--- config.mk ---
export PLATFORM = sky130hd
export DESIGN_NAME = ffra_tkt_store
export DESIGN_NICKNAME = d
export VERILOG_FILES = /design/src/hw/rtl/ffra_pkg.sv /design/src/hw/rtl/ffra_tkt_store.sv
export SDC_FILE = /design/constraint.sdc
export NUM_CORES = 2
export LEC_CHECK = 0
export BUFFER_PORTS_ARGS = -buffer_cell sky130_fd_sc_hd__buf_2
export CORE_MARGIN = 10
export CORE_UTILIZATION = 29
export DETAILED_ROUTE_END_ITERATION = 8
export SKIP_CTS_REPAIR_TIMING = 1
export SLEW_MARGIN = 20
export SYNTH_ARGS = -nofsm -noshare
export SYNTH_HDL_FRONTEND = slang
export SYNTH_SLANG_ARGS = --single-unit
--- constraint.sdc ---
create_clock -name clk -period 8.34 [get_ports clk]
set_input_delay 1.668 -clock clk [delete_from_list [all_inputs] [get_ports clk]]
set_output_delay 1.668 -clock clk [all_outputs]
set_load 0.01 [all_outputs]
--- src/hw/rtl/ffra_pkg.sv ---
// Shared constants, codes and types of the first-fit run allocator.
package ffra_pkg;

	localparam int ROWS_DEF    = 8;
	localparam int UNITS_DEF   = 64;
	localparam int TICKETS_DEF = 64;

	localparam int KIND_W     = 2;
	localparam int RUN_LEN_W  = 7;
	localparam int RATE_W     = 16;
	localparam int HANDLE_W   = 6;
	localparam int STATUS_W   = 3;
	localparam int ROW_OUT_W  = 3;
	localparam int START_W    = 6;
	localparam int PRICE_W    = 48;
	localparam int TICK_W     = 32;

	localparam int CFG_IDX_W   = 1;
	localparam int CFG_DATA_W  = 7;
	localparam int CFG_ROWS_W  = 4;
	localparam int CFG_UNITS_W = 7;

	localparam logic [CFG_IDX_W-1:0] CFG_ROWS_IN_USE   = 1'd0;
	localparam logic [CFG_IDX_W-1:0] CFG_UNITS_PER_ROW = 1'd1;

	localparam logic [CFG_ROWS_W-1:0]  ROWS_IN_USE_RST   = 4'd8;
	localparam logic [CFG_UNITS_W-1:0] UNITS_PER_ROW_RST = 7'd64;

	localparam logic [KIND_W-1:0] KIND_ALLOC   = 2'd0;
	localparam logic [KIND_W-1:0] KIND_RELEASE = 2'd1;
	localparam logic [KIND_W-1:0] KIND_TICK    = 2'd2;

	localparam logic [STATUS_W-1:0] ST_ALLOCATED  = 3'd0;
	localparam logic [STATUS_W-1:0] ST_NO_RUN     = 3'd1;
	localparam logic [STATUS_W-1:0] ST_RELEASED   = 3'd2;
	localparam logic [STATUS_W-1:0] ST_BAD_HANDLE = 3'd3;
	localparam logic [STATUS_W-1:0] ST_TABLE_FULL = 3'd4;

	localparam int SLOT_GRP  = 16;
	localparam int GRP_OFF_W = 4;

	typedef struct packed {
		logic                 hit;
		logic [GRP_OFF_W-1:0] offset;
	} slot_probe_t;

endpackage

--- src/hw/rtl/ffra_tkt_store.sv ---
// Ticket slots: valid bits, free-slot probe over one group per cycle, and the record memory.
module ffra_tkt_store #(
	parameter int TICKETS = ffra_pkg::TICKETS_DEF,
	parameter int REC_W = 64,
	localparam int SLOT_W = (TICKETS > 1) ? $clog2(TICKETS) : 1,
	localparam int NGRP = (TICKETS + ffra_pkg::SLOT_GRP - 1) / ffra_pkg::SLOT_GRP,
	localparam int GRP_W = (NGRP > 1) ? $clog2(NGRP) : 1
) (
	input  logic                  clk,
	input  logic                  arst_n,
	input  logic [GRP_W-1:0]      probe_grp,
	output ffra_pkg::slot_probe_t probe,
	input  logic [SLOT_W-1:0]     chk_addr,
	output logic                  chk_valid,
	input  logic                  set_en,
	input  logic                  clr_en,
	input  logic [SLOT_W-1:0]     wr_addr,
	input  logic [REC_W-1:0]      wr_data,
	input  logic [SLOT_W-1:0]     rd_addr,
	output logic [REC_W-1:0]      rd_data
);

	localparam int GRP   = ffra_pkg::SLOT_GRP;
	localparam int OFF_W = ffra_pkg::GRP_OFF_W;

	logic [TICKETS-1:0]    valid_q;
	logic [NGRP*GRP-1:0]   valid_pad;
	logic [GRP-1:0]        grp_busy;
	logic [REC_W-1:0]      rec_mem [TICKETS];

	always_comb begin
		valid_pad              = '1;
		valid_pad[TICKETS-1:0] = valid_q;
	end

	assign grp_busy  = valid_pad[probe_grp * GRP +: GRP];
	assign chk_valid = valid_q[chk_addr];

	always_comb begin
		probe.hit    = ~&grp_busy;
		probe.offset = '0;
		for (int i = GRP - 1; i >= 0; i--) begin
			if (!grp_busy[i]) begin
				probe.offset = OFF_W'(i);
			end
		end
	end

	always_ff @(posedge clk or negedge arst_n) begin
		if (!arst_n) begin
			valid_q <= '0;
		end else if (set_en) begin
			valid_q[wr_addr] <= 1'b1;
		end else if (clr_en) begin
			valid_q[wr_addr] <= 1'b0;
		end
	end

	always_ff @(posedge clk) begin
		if (set_en) begin
			rec_mem[wr_addr] <= wr_data;
		end
		rd_data <= rec_mem[rd_addr];
	end

	a_set_clr_excl: assert property (@(posedge clk) disable iff (!arst_n)
		!(set_en && clr_en))
		else $error("Ticket slot set and cleared in the same cycle.");

	a_set_takes: assert property (@(posedge clk) disable iff (!arst_n)
		set_en |=> valid_q[$past(wr_addr)])
		else $error("Allocated ticket slot is not marked valid.");

	a_clr_takes: assert property (@(posedge clk) disable iff (!arst_n)
		clr_en |=> !valid_q[$past(wr_addr)])
		else $error("Released ticket slot is still marked valid.");

endmodule

==> impl_metrics.yaml <==
placement:
  dpl_cell_area_um2: 171000
  dp_cells: 13732
  portBuffers: 157
  gp_congestion: 0.805
  dp_hpwl_um: 230000
sta:
  fin_crit_sh_pct: 68.4
  setup_viol: 0
  fmax_mhz: 175
  rsz0062_at_grt: "false"
  finalCriticalPeriod_ns: 5.71
  final_hold_viol_count: 0
  drv_slew: 0
  max_slew.worst_pin.slew_ns: 1.22
  fin_tns_setup_ns: 0
  clock_skew_ns: 0.0574
  slew-limit-headroom_pct: 18.9
setup_path:
  cp.depth: 7
  reg2reg_depth: 5
  r2r-end: "rd_data[23]"
  worst_ep_required_time_ns: 6.67
  worstSetupEndpoint: "probe[0]"
  reg2reg_from: "rec_mem[5][23]"
  crit_chain: "buf_2, mux4_2, nand2b_1, nand3_1, a31oi_1, o31ai_1, buf_2"
  path_max_fanout: 16
  cp.arrival_ns: 4.04
  path_buf_inv: 2
  crit_slowest_cell: "mux4_2"
  crit_path_start_kind: "primary input"
  crit_start: "probe_grp[0]"
  worst_path_most_repeated_cell: "buf_2"
  crit_path_max_incr_delay_ns: 0.63
  critPathKind: "in2out"
  cp-end-kind: "primary output"
  rrSetupSlack_ns: 6.40
  crit_family: "buffers and inverters"
cts:
  clock_latency_ns: 1.00
  cts_root_buf: "clkbuf_16"
  cts-buffers-inserted: 407
  htree_num_levels: 5
  cts_tree: "done"
  clkSlewWorstSetupHoldPaths_ns: 0.06
  cts.sinks: 4224
  ctsLongestPathBuffers: 4
yosys:
  ys_seq_elements: 4224
  syn-cell-area_um2: 160000
  avgSynthCellArea_um2: 24.6
  yosysWarnings: 0
  syn_nets: 6582
  ys_seq_area_share_pct: 78.9
  synth_cell_types: 34
  syn_inst: 6494
pwr:
  p_leak_nw: 55.8
  power_mw: 44.5
  ir_drop_uv: 198
  powerDensity_nw_per_um2: 241
grt:
  grt_pass1_vias: 76889
  antenna_found_initial: 54
  grt_usage_pct: 14.8
  grt_max_degree: 162
  grt_overflow_total: 0
  grt_pass1_wl_um: 616000
cells_and_area:
  drive_gt1_share_pct: 31.3
  post-route-cell-area_um2: 184000
  final_cells: 14515
  area_delta_synth_final_pct: 15.5
  nets: 6973
  fin_util_pct: 33.6
status:
  status: "finished clean"
detailed_routing:
  vias_per_cell: 5.16
  firstDrtPassIters: 6
  num_vias: 74967
  drtIter0Drc: 9691
  ant_nets: 0
  drt_wl_total_um: 444000
  drc: 0
  wl_per_cell_um: 30.6
die:
  fp.dieW_um: 762
  initial_utilization_pct: 29.1
  num_io_pins: 158
  die_area_um2: 580000
  coreArea_um2: 549000
  die_h_um: 762
  rows: 272
flow_run:
  maxCapViolations: 0
min_path:
  hp-class: "reg2reg"
-- cell usage after synthesis --
cell,instances,area [um^2]
a21boi_0,1,7.51
a21oi_1,53,265
a221oi_1,13,114
a31oi_1,2,12.5
and2_1,1,6.26
buf_1,36,135
buf_2,112,561
buf_4,4,30.0
buf_6,13,146
clkbuf_1,197,739
dfrtp_1,64,1600
dfxtp_1,64,1280
edfxtp_1,4096,123000
inv_1,2,7.51
mux2_2,1,11.3
mux2i_1,65,651
mux4_2,1252,28200
nand2_1,20,75.1
nand2b_1,5,31.3
nand3_1,15,75.1
nand3b_1,5,37.5
nand4_1,2,12.5
nor2_1,135,507
nor2b_1,5,31.3
nor3_1,2,10.0
nor3b_1,1,7.51
o21ai_0,131,656
o21ai_1,13,65.1
o221ai_1,51,447
o22ai_1,128,801
o31ai_1,1,7.51
or2_2,1,6.26
or3_1,2,12.5
or3b_2,1,8.76
-- cells by family after synthesis --
logic type	count (synthesis)	share of synthesized area [%]
flip-flops	4224	78.9
multiplexers	1318	18.1
AO/OA/AOI/OAI	393	1.49
buffers and inverters	364	1.01
AND/OR/NAND/NOR	195	0.514
-- worst reg2reg max path, stage by stage (launching register included) --
cell and delay [ns]:
edfxtp_1 0.38, mux4_2 0.46, a221oi_1 0.56, o21ai_1 0.17
o22ai_1 0.18, nor2_1 0.06
-- cell usage in the layout, fill, tap and decap left out, types with 7 or more instances in the layout --
master	synthesis	final
nand2_1	20	19
clkbuf_8	0	23
diode_2	0	19
mux4_2	1252	1252
nor2_1	135	71
clkinv_1	0	69
nand3_1	15	11
clkinv_16	0	7
o221ai_1	51	51
edfxtp_1	4096	4096
o21ai_0	131	131
inv_6	0	16
a21oi_1	53	53
dfxtp_1	64	64
buf_2	112	141
o21ai_1	13	13
dfrtp_1	64	64
mux2i_1	65	65
a221oi_1	13	13
buf_12	0	74
buf_4	4	121
clkinv_2	0	74
bufinv_16	0	41
clkinvlp_4	0	10
o22ai_1	128	128
clkbuf_1	197	97
nor2_4	0	64
clkbuf_16	0	411
-- routing by layer --
metal / vias up / share of wire, % / GRT usage (%)
met4: 14 / 2.9 / 4.19
met2: 3555 / 49 / 24.8
met1: 41608 / 40 / 19.7
met3: 673 / 7.9 / 2.73
met5: - / 0.020 / 0
li1: 29117 / - / -
-- state kept, by name, summed over array words and instances (netlist names), named ones only --
register  flops
rd_data      64
rec_mem    4096
-- final cells by class --
class                           instances  area [um^2]
Timing Repair Buffer                  344         3260
Clock inverter                        228         2460
Fill cell                           50543       364000
Inverter                                2         7.51
Tap cell                             7261         9080
Multi-Input combinational cell       1906        32600
Clock buffer                          531        11000
Antenna cell                           19         47.5
Sequential cell                      4224       126000
-- worst min path at each step --
stage / startpoint / endpoint / cells after the start
after CTS: flop / flop / 2
after global placement: flop / flop / 2
after detailed placement: flop / flop / 2
after floorplan: flop / flop / 2
final: flop / flop / 2
after global routing: flop / flop / 2
-- report_power, final --
| part | internal [mW] | switching, mW |
|---|---|---|
| registers | 23.5 | 0.169 |
| logic | 0.885 | 1.30 |
| clock network | 10.6 | 8.02 |
-- metrics by stage --
stage / hold WS [ns] / setup slack, ns
3_5_place_dp: 0.530 / 2.69
3_3_place_gp: 0.532 / 2.67
2_1_floorplan: 0.486 / 2.70
6_report: 0.555 / 2.63
5_1_grt: 0.575 / 2.54
4_1_cts: 0.549 / 2.69
No activity file was read; power rests on OpenSTA's default activity.
