## src/hw/rtl/ffra_pkg.sv

```systemverilog
// Shared constants, codes and types of the first-fit run allocator.
package ffra_pkg;

	localparam int ROWS_DEF    = 8;
	localparam int UNITS_DEF   = 64;
	localparam int TICKETS_DEF = 64;

	localparam int KIND_W     = 2;
	localparam int RUN_LEN_W  = 7;
	localparam int RATE_W     = 16;
	localparam int HANDLE_W   = 6;
	localparam int STATUS_W   = 3;
	localparam int ROW_OUT_W  = 3;
	localparam int START_W    = 6;
	localparam int PRICE_W    = 48;
	localparam int TICK_W     = 32;

	localparam int CFG_IDX_W   = 1;
	localparam int CFG_DATA_W  = 7;
	localparam int CFG_ROWS_W  = 4;
	localparam int CFG_UNITS_W = 7;

	localparam logic [CFG_IDX_W-1:0] CFG_ROWS_IN_USE   = 1'd0;
	localparam logic [CFG_IDX_W-1:0] CFG_UNITS_PER_ROW = 1'd1;

	localparam logic [CFG_ROWS_W-1:0]  ROWS_IN_USE_RST   = 4'd8;
	localparam logic [CFG_UNITS_W-1:0] UNITS_PER_ROW_RST = 7'd64;

	localparam logic [KIND_W-1:0] KIND_ALLOC   = 2'd0;
	localparam logic [KIND_W-1:0] KIND_RELEASE = 2'd1;
	localparam logic [KIND_W-1:0] KIND_TICK    = 2'd2;

	localparam logic [STATUS_W-1:0] ST_ALLOCATED  = 3'd0;
	localparam logic [STATUS_W-1:0] ST_NO_RUN     = 3'd1;
	localparam logic [STATUS_W-1:0] ST_RELEASED   = 3'd2;
	localparam logic [STATUS_W-1:0] ST_BAD_HANDLE = 3'd3;
	localparam logic [STATUS_W-1:0] ST_TABLE_FULL = 3'd4;

	localparam int SLOT_GRP  = 16;
	localparam int GRP_OFF_W = 4;

	typedef struct packed {
		logic                 hit;
		logic [GRP_OFF_W-1:0] offset;
	} slot_probe_t;

endpackage

```

## src/hw/rtl/ffra_occ_mem.sv

```systemverilog
// Occupancy memory: one word per row, with per-row valid bits so rows read as free after reset.
module ffra_occ_mem #(
	parameter int ROWS = ffra_pkg::ROWS_DEF,
	parameter int UNITS = ffra_pkg::UNITS_DEF,
	localparam int ROW_W = (ROWS > 1) ? $clog2(ROWS) : 1
) (
	input  logic             clk,
	input  logic             arst_n,
	input  logic             rd_en,
	input  logic [ROW_W-1:0] rd_addr,
	output logic [UNITS-1:0] rd_data,
	input  logic             wr_en,
	input  logic [ROW_W-1:0] wr_addr,
	input  logic [UNITS-1:0] wr_data
);

	logic [UNITS-1:0] mem [ROWS];
	logic [ROWS-1:0]  row_valid_q;

	always_ff @(posedge clk or negedge arst_n) begin
		if (!arst_n) begin
			row_valid_q <= '0;
		end else if (wr_en) begin
			row_valid_q[wr_addr] <= 1'b1;
		end
	end

	always_ff @(posedge clk) begin
		if (wr_en) begin
			mem[wr_addr] <= wr_data;
		end
		if (rd_en) begin
			rd_data <= row_valid_q[rd_addr] ? mem[rd_addr] : '0;
		end
	end

endmodule

```

## config.mk

```make
export PLATFORM = sky130hd
export DESIGN_NAME = ffra_occ_mem
export DESIGN_NICKNAME = d
export VERILOG_FILES = /design/src/hw/rtl/ffra_pkg.sv /design/src/hw/rtl/ffra_occ_mem.sv
export SDC_FILE = /design/constraint.sdc
export NUM_CORES = 1
export LEC_CHECK = 0
export BUFFER_PORTS_ARGS = -buffer_cell sky130_fd_sc_hd__buf_2
export CAP_MARGIN = 20
export CORE_UTILIZATION = 45
export DETAILED_ROUTE_END_ITERATION = 8
export PLACE_DENSITY = 0.72
export REMOVE_ABC_BUFFERS = 1
export SLEW_MARGIN = 40
export SYNTH_ARGS = -nofsm -noshare
export SYNTH_HDL_FRONTEND = slang
export SYNTH_SLANG_ARGS = --single-unit
```

## constraint.sdc

```tcl
create_clock -name clk -period 1.6 [get_ports clk]
set_input_delay 0.32 -clock clk [delete_from_list [all_inputs] [get_ports clk]]
set_output_delay 0.32 -clock clk [all_outputs]
set_load 0.03 [all_outputs]
```

==> flow_summary.ini, run 1 <==
[run_status]
status = finished, violations left
violations = negative setup slack

[power_and_ir_drop]
power_density_nw_per_um2 = 1240
swShare_pct = 21.2
seqPwrFrac_pct = 53.4
p_switching_mw = 7.00
p_comb_share_pct = 7.9
cell_internal_pwr_mw = 26.1
pwr-share-clk_pct = 38.7
p_leak_nw = 9.09
worst_ir_drop_vdd_uv = 716

[floorplanning]
core_sq_um = 47000
die_h_um = 221
start_util_pct = 46.1
die_x_um = 221
io_pins = 138
row_count = 79
dieArea_sq_um = 49000

[global_routing]
grt_pass1_wl_um = 67300
grt_use_met2_pct = 30.6
grt-ovfl-total = 0
antenna_found_initial = 2
grtUsageMet3_pct = 3.05
grt_pass1_vias = 10900
met1_usage_pct = 25.4
grt_start_max_net_pins = 38
gr-max-usage-layer = met2
grt_use_total_pct = 18.5

[setup_path]
max_stage_delay_ns = 0.48
cp.arrival_ns = 2.11
crit_slowest_cell = mux4_2
start_kind = register
crit_chain = mux4_2 > mux2i_4 > buf_12 > clkbuf_16 > nor2_2
crit_fanout = 6
crit_required_ns = 1.94
path_class = register to register
endpoint_kind = register

[cts]
cts-root-buf = clkbuf_16
path_clk_slew_ns = 0.07
clock_sinks = 584
h-tree-depth = 2
insertion_delay_ns = 0.59
cts_tree = yes
cts_buffer_depth = 3
numCtsBuffers = 55

[sta]
layout_setup_ws_ns = -0.170
report.final.slew_viol_count = 0
rsz0062_at_grt = yes
whs_ns = 0.0216
fin_crit_sh_pct = 111
fin_crit_ns = 1.77
timing_worst_slew_pin_value_ns = 0.340
finalSetupViolCount = 64
final.setup_skew_ns = 0.0138
final-hold-violation-count = 0
fin_setup_tns_ns = -8.11
max_freq_ghz = 0.565
relSlewSlack_pct = 76.7

[drt]
viasPerCell = 5.48
detail_route.drc_violations = 0
vias = 10200
antenna_left = 0
totalWireLength_um = 44800
drt_iter0_markers = 986
dr.pass1.iters = 5
drt-wirelength-per-cell_um = 24.2

[place]
place_hpwl_um = 26800
place_inst = 1694
gp_congestion = 0.706
io_buffers = 137

[layout]
final_common_cell = edfxtp_1
areaGrowthSynthToFinish_pct = 23.8
num-nets-final = 1279
final_layout_size_suffix_gt1_share_pct = 36.5
layout_common_cells = edfxtp_1 (576), buf_2 (132), mux4_2 (130)
final_cells = 1855
antennaDiodeCount = 0

[job]
drv_cap = 0

[synth]
syn_area_sq_um = 21600
avgSynthCellArea_sq_um = 23.9
synth_seq_cells = 584
yosys_warnings = 0
ys_seq_area_share_pct = 80.9
synth.distinct_cells = 14
syn_inst = 906

[hold_path]
hold_class = input port to register
==> critical path, delay by kind of cell (launching register included) <==
| family | cells | cell delay, ns |
|---|---|---|
| DFF | 1 | 0.39 |
| buffers and inverters | 2 | 0.38 |
| muxes | 2 | 0.68 |
| and+or+nand+nor | 1 | 0.05 |
==> timing repair <==
item / 4_1_cts / 5_1_grt
setup endpoints to repair: 65 / 64
setup buffers: 2 / 0
pin swaps: 0 / 1
cloned: 1 / 2
resized for setup: 7 / 8
endpoints found under the hold margin: 445 / 0
hold buffers: 56 / 0
==> kinds of logic after synthesis <==
family,count (synthesis),synth area share [%]
DFF,584,80.9
muxes,195,16.6
buffers and inverters,42,0.908
and+or+nand+nor,85,1.61
==> routing by layer <==
| metal | vias to the layer above | share of wire [%] |
|---|---|---|
| li1 | 4391 | - |
| met1 | 5430 | 43 |
| met2 | 284 | 50 |
| met3 | 65 | 4.9 |
| met4 | 4 | 1.9 |
| met5 | - | 0.045 |
==> state kept, by name (all words and copies together), names as in the netlist <==
register	cells
mem	512
row_valid_q	8
rd_data	64
==> area by class of cell <==
class	instances	area (sq um)
fill	3346	20200
sequential	584	17500
multi-input combinational	280	4020
timing repair buffer	284	2730
clock buffer	71	1480
tap	607	759
clock inverter	29	290
==> Yosys cell counts <==
cell type,instances,share of area (%)
buf_2,28,0.65
buf_1,3,0.052
or2_2,8,0.23
mux4_2,130,14
mux2i_4,1,0.10
nand2b_1,3,0.087
nand2_1,2,0.035
clkbuf_1,10,0.17
nor3_1,2,0.046
mux2i_1,64,3.0
buf_4,1,0.035
edfxtp_1,576,80
dfrtp_1,8,0.93
nor2_1,70,1.2
==> final timing paths <==
kind | start | end | slack, ns | cells after the start
worst max-delay path | row_valid_q[0]$_DFFE_PN0P_ | rd_data[2]$_SDFFCE_PN0P_ | -0.17 | 5
worst min-delay path | wr_data[50] | mem[2][50]$_DFFE_PP_ | 0.02 | 1
worst max register to register | row_valid_q[0]$_DFFE_PN0P_ | rd_data[2]$_SDFFCE_PN0P_ | -0.17 | 5
worst min register to register | row_valid_q[4]$_DFFE_PN0P_ | row_valid_q[4]$_DFFE_PN0P_ | 0.46 | 1
max in group asynchronous | arst_n | row_valid_q[6]$_DFFE_PN0P_ | 1.31 | 2
min in group asynchronous | arst_n | row_valid_q[0]$_DFFE_PN0P_ | 0.12 | 2
==> power by group through the flow <==
stage	Combinational (mW)	Sequential, mW	Clock, mW
after floorplan	0.794	18.3	0
after global placement	2.39	18.0	0
after detailed placement	2.44	18.0	0
after CTS	2.61	17.7	13.0
after global routing	2.78	17.7	13.6
final	2.60	17.7	12.8
==> through the flow <==
stage / util [%] / setup WS, ns / power, mW / cell area, sq um
after CTS: 56.9 / -0.167 / 33.3 / 26700
after global routing: 57.0 / -0.223 / 34.1 / 26800
final: 57.0 / -0.170 / 33.1 / 26800
after floorplan: - / -3.88 / 19.1 / 21400
after detailed placement: 51.8 / -0.299 / 20.4 / 24300
after global placement: 51.8 / -0.278 / 20.4 / 24300
No activity file was read; power rests on OpenSTA's default activity.
==> run 2: changes to the inputs <==
SKIP_CTS_REPAIR_TIMING = 1   (was not set)
==> flow_summary.ini, run 2 (same netlist as run 1, synthesis figures left out) <==
[sta]
rsz0062_at_grt = yes
fin_crit_sh_pct = 113
report.final.slew_viol_count = 0
final.setup_skew_ns = 0.0139
relSlewSlack_pct = 77.2
timing_worst_slew_pin_value_ns = 0.333
fin_crit_ns = 1.82
final-hold-violation-count = 0
max_freq_ghz = 0.551
finalSetupViolCount = 64
layout_setup_ws_ns = -0.215

[cts]
cts_buffer_depth = 3
clock_sinks = 584
insertion_delay_ns = 0.59
h-tree-depth = 2
numCtsBuffers = 55
cts_tree = yes
cts-root-buf = clkbuf_16
path_clk_slew_ns = 0.06

[layout]
fillers = 3390
num-nets-final = 1231
layout_common_cells = edfxtp_1 (576), buf_2 (132), mux4_2 (130)
final_common_cell = edfxtp_1
top_register = mem
reg.largest.list = mem: 512 flops, rd_data: 64 flops, row_valid_q: 8 flops
largest_reg_flops = 512
areaGrowthSynthToFinish_pct = 21.6
final_layout_size_suffix_gt1_share_pct = 37.8
final_area_sq_um = 26300

[floorplanning]
dieArea_sq_um = 49000
io_pins = 138
die_h_um = 221
die_x_um = 221
start_util_pct = 46.1
core_sq_um = 47000
row_count = 79

[setup_path]
crit_required_ns = 1.94
cpLargestDelayFamily = multiplexers
rr_worst_depth = 5
start_kind = register
cp.arrival_ns = 2.16
crit_fanout = 6
critical_path_cell_count = 5
max_stage_delay_ns = 0.49
crit_chain = mux4_2 > mux2i_4 > buf_12 > clkbuf_16 > nor2_1
crit_slowest_cell = mux4_2
path_class = register to register
cp.buffers_inverters = 2
endpoint_kind = register

[place]
place_ws_ns = -0.299
gp_congestion = 0.706
post_dp_cell_area_sq_um = 24300
place_hpwl_um = 26800
io_buffers = 137

[drt]
totalWireLength_um = 44600
drt-wirelength-per-cell_um = 24.6
vias = 9999
dr.pass1.iters = 5
drt_iter0_markers = 935
antenna_left = 0
viasPerCell = 5.51
detail_route.drc_violations = 0

[power_and_ir_drop]
power_density_nw_per_um2 = 1250
p_leak_nw = 8.89
worst_ir_drop_vdd_uv = 711

[global_routing]
grt_pass1_wl_um = 65900
grt_use_total_pct = 18.2
grt_start_max_net_pins = 38
grt_pass1_vias = 10600
grt-ovfl-total = 0
antenna_found_initial = 7

[hold_path]
whs_path_depth = 1
hold_class = input port to register

[run_status]
status = finished, violations left
violations = negative setup slack

[job]
drv_cap = 0
==> run 2: layout make-up <==
| type | instances | area (sq um) | area share [%] |
|---|---|---|---|
| repair buffers | 236 | 2240 | 8.52 |
| flip-flops and latches | 584 | 17500 | 66.5 |
| well taps | 607 | 759 | 2.89 |
| diodes | 7 | 17.5 | 0.0666 |
| multi-input cells | 280 | 4020 | 15.3 |
| clock inverters | 29 | 290 | 1.10 |
| clock buffers | 71 | 1480 | 5.62 |
==> run 2: path summary, 6_finish.rpt <==
| path | startpoint | end | slack, ns |
|---|---|---|---|
| hold / removal | wr_data[49] | mem[1][49]$_DFFE_PP_ | 0.002 |
| setup / recovery | row_valid_q[5]$_DFFE_PN0P_ | rd_data[22]$_SDFFCE_PN0P_ | -0.22 |
| max in group asynchronous | arst_n | row_valid_q[6]$_DFFE_PN0P_ | 1.28 |
| setup reg to reg | row_valid_q[5]$_DFFE_PN0P_ | rd_data[22]$_SDFFCE_PN0P_ | -0.22 |
| min in group asynchronous | arst_n | row_valid_q[0]$_DFFE_PN0P_ | 0.15 |
| hold reg to reg | row_valid_q[3]$_DFFE_PN0P_ | row_valid_q[3]$_DFFE_PN0P_ | 0.46 |
==> run 2: power breakdown <==
group | leakage, nW | internal [mW] | total (mW) | switching [mW]
logic | 2.67 | 1.04 | 2.50 | 1.46
clock network | 0.863 | 7.46 | 12.8 | 5.32
registers | 5.35 | 17.5 | 17.7 | 0.169
==> run 2: per-stage QoR <==
| step | instances | power [mW] | util [%] | TNS, ns | hold WS, ns |
|---|---|---|---|---|---|
| 6_report | 1814 | 32.9 | 56.0 | -10.19 | 0.00177 |
| 5_1_grt | 1811 | 33.9 | 56.0 | -13.02 | 0.000394 |
| 4_1_cts | 1794 | 33.1 | 55.5 | -9.80 | -0.468 |
| 3_5_place_dp | 1694 | 20.4 | 51.8 | -17.24 | 0.168 |
| 3_3_place_gp | 1694 | 20.4 | 51.8 | -14.99 | 0.170 |
| 2_1_floorplan | 864 | 19.1 | - | -1335.72 | 0.0244 |
==> run 2: routing by layer <==
layer	up-vias	share of wire, %	track usage (%)
met1	5360	43	24.9
met3	65	4.9	3.16
met2	258	49	29.6
met5	-	0.058	0
li1	4312	-	-
met4	4	2.2	6.16
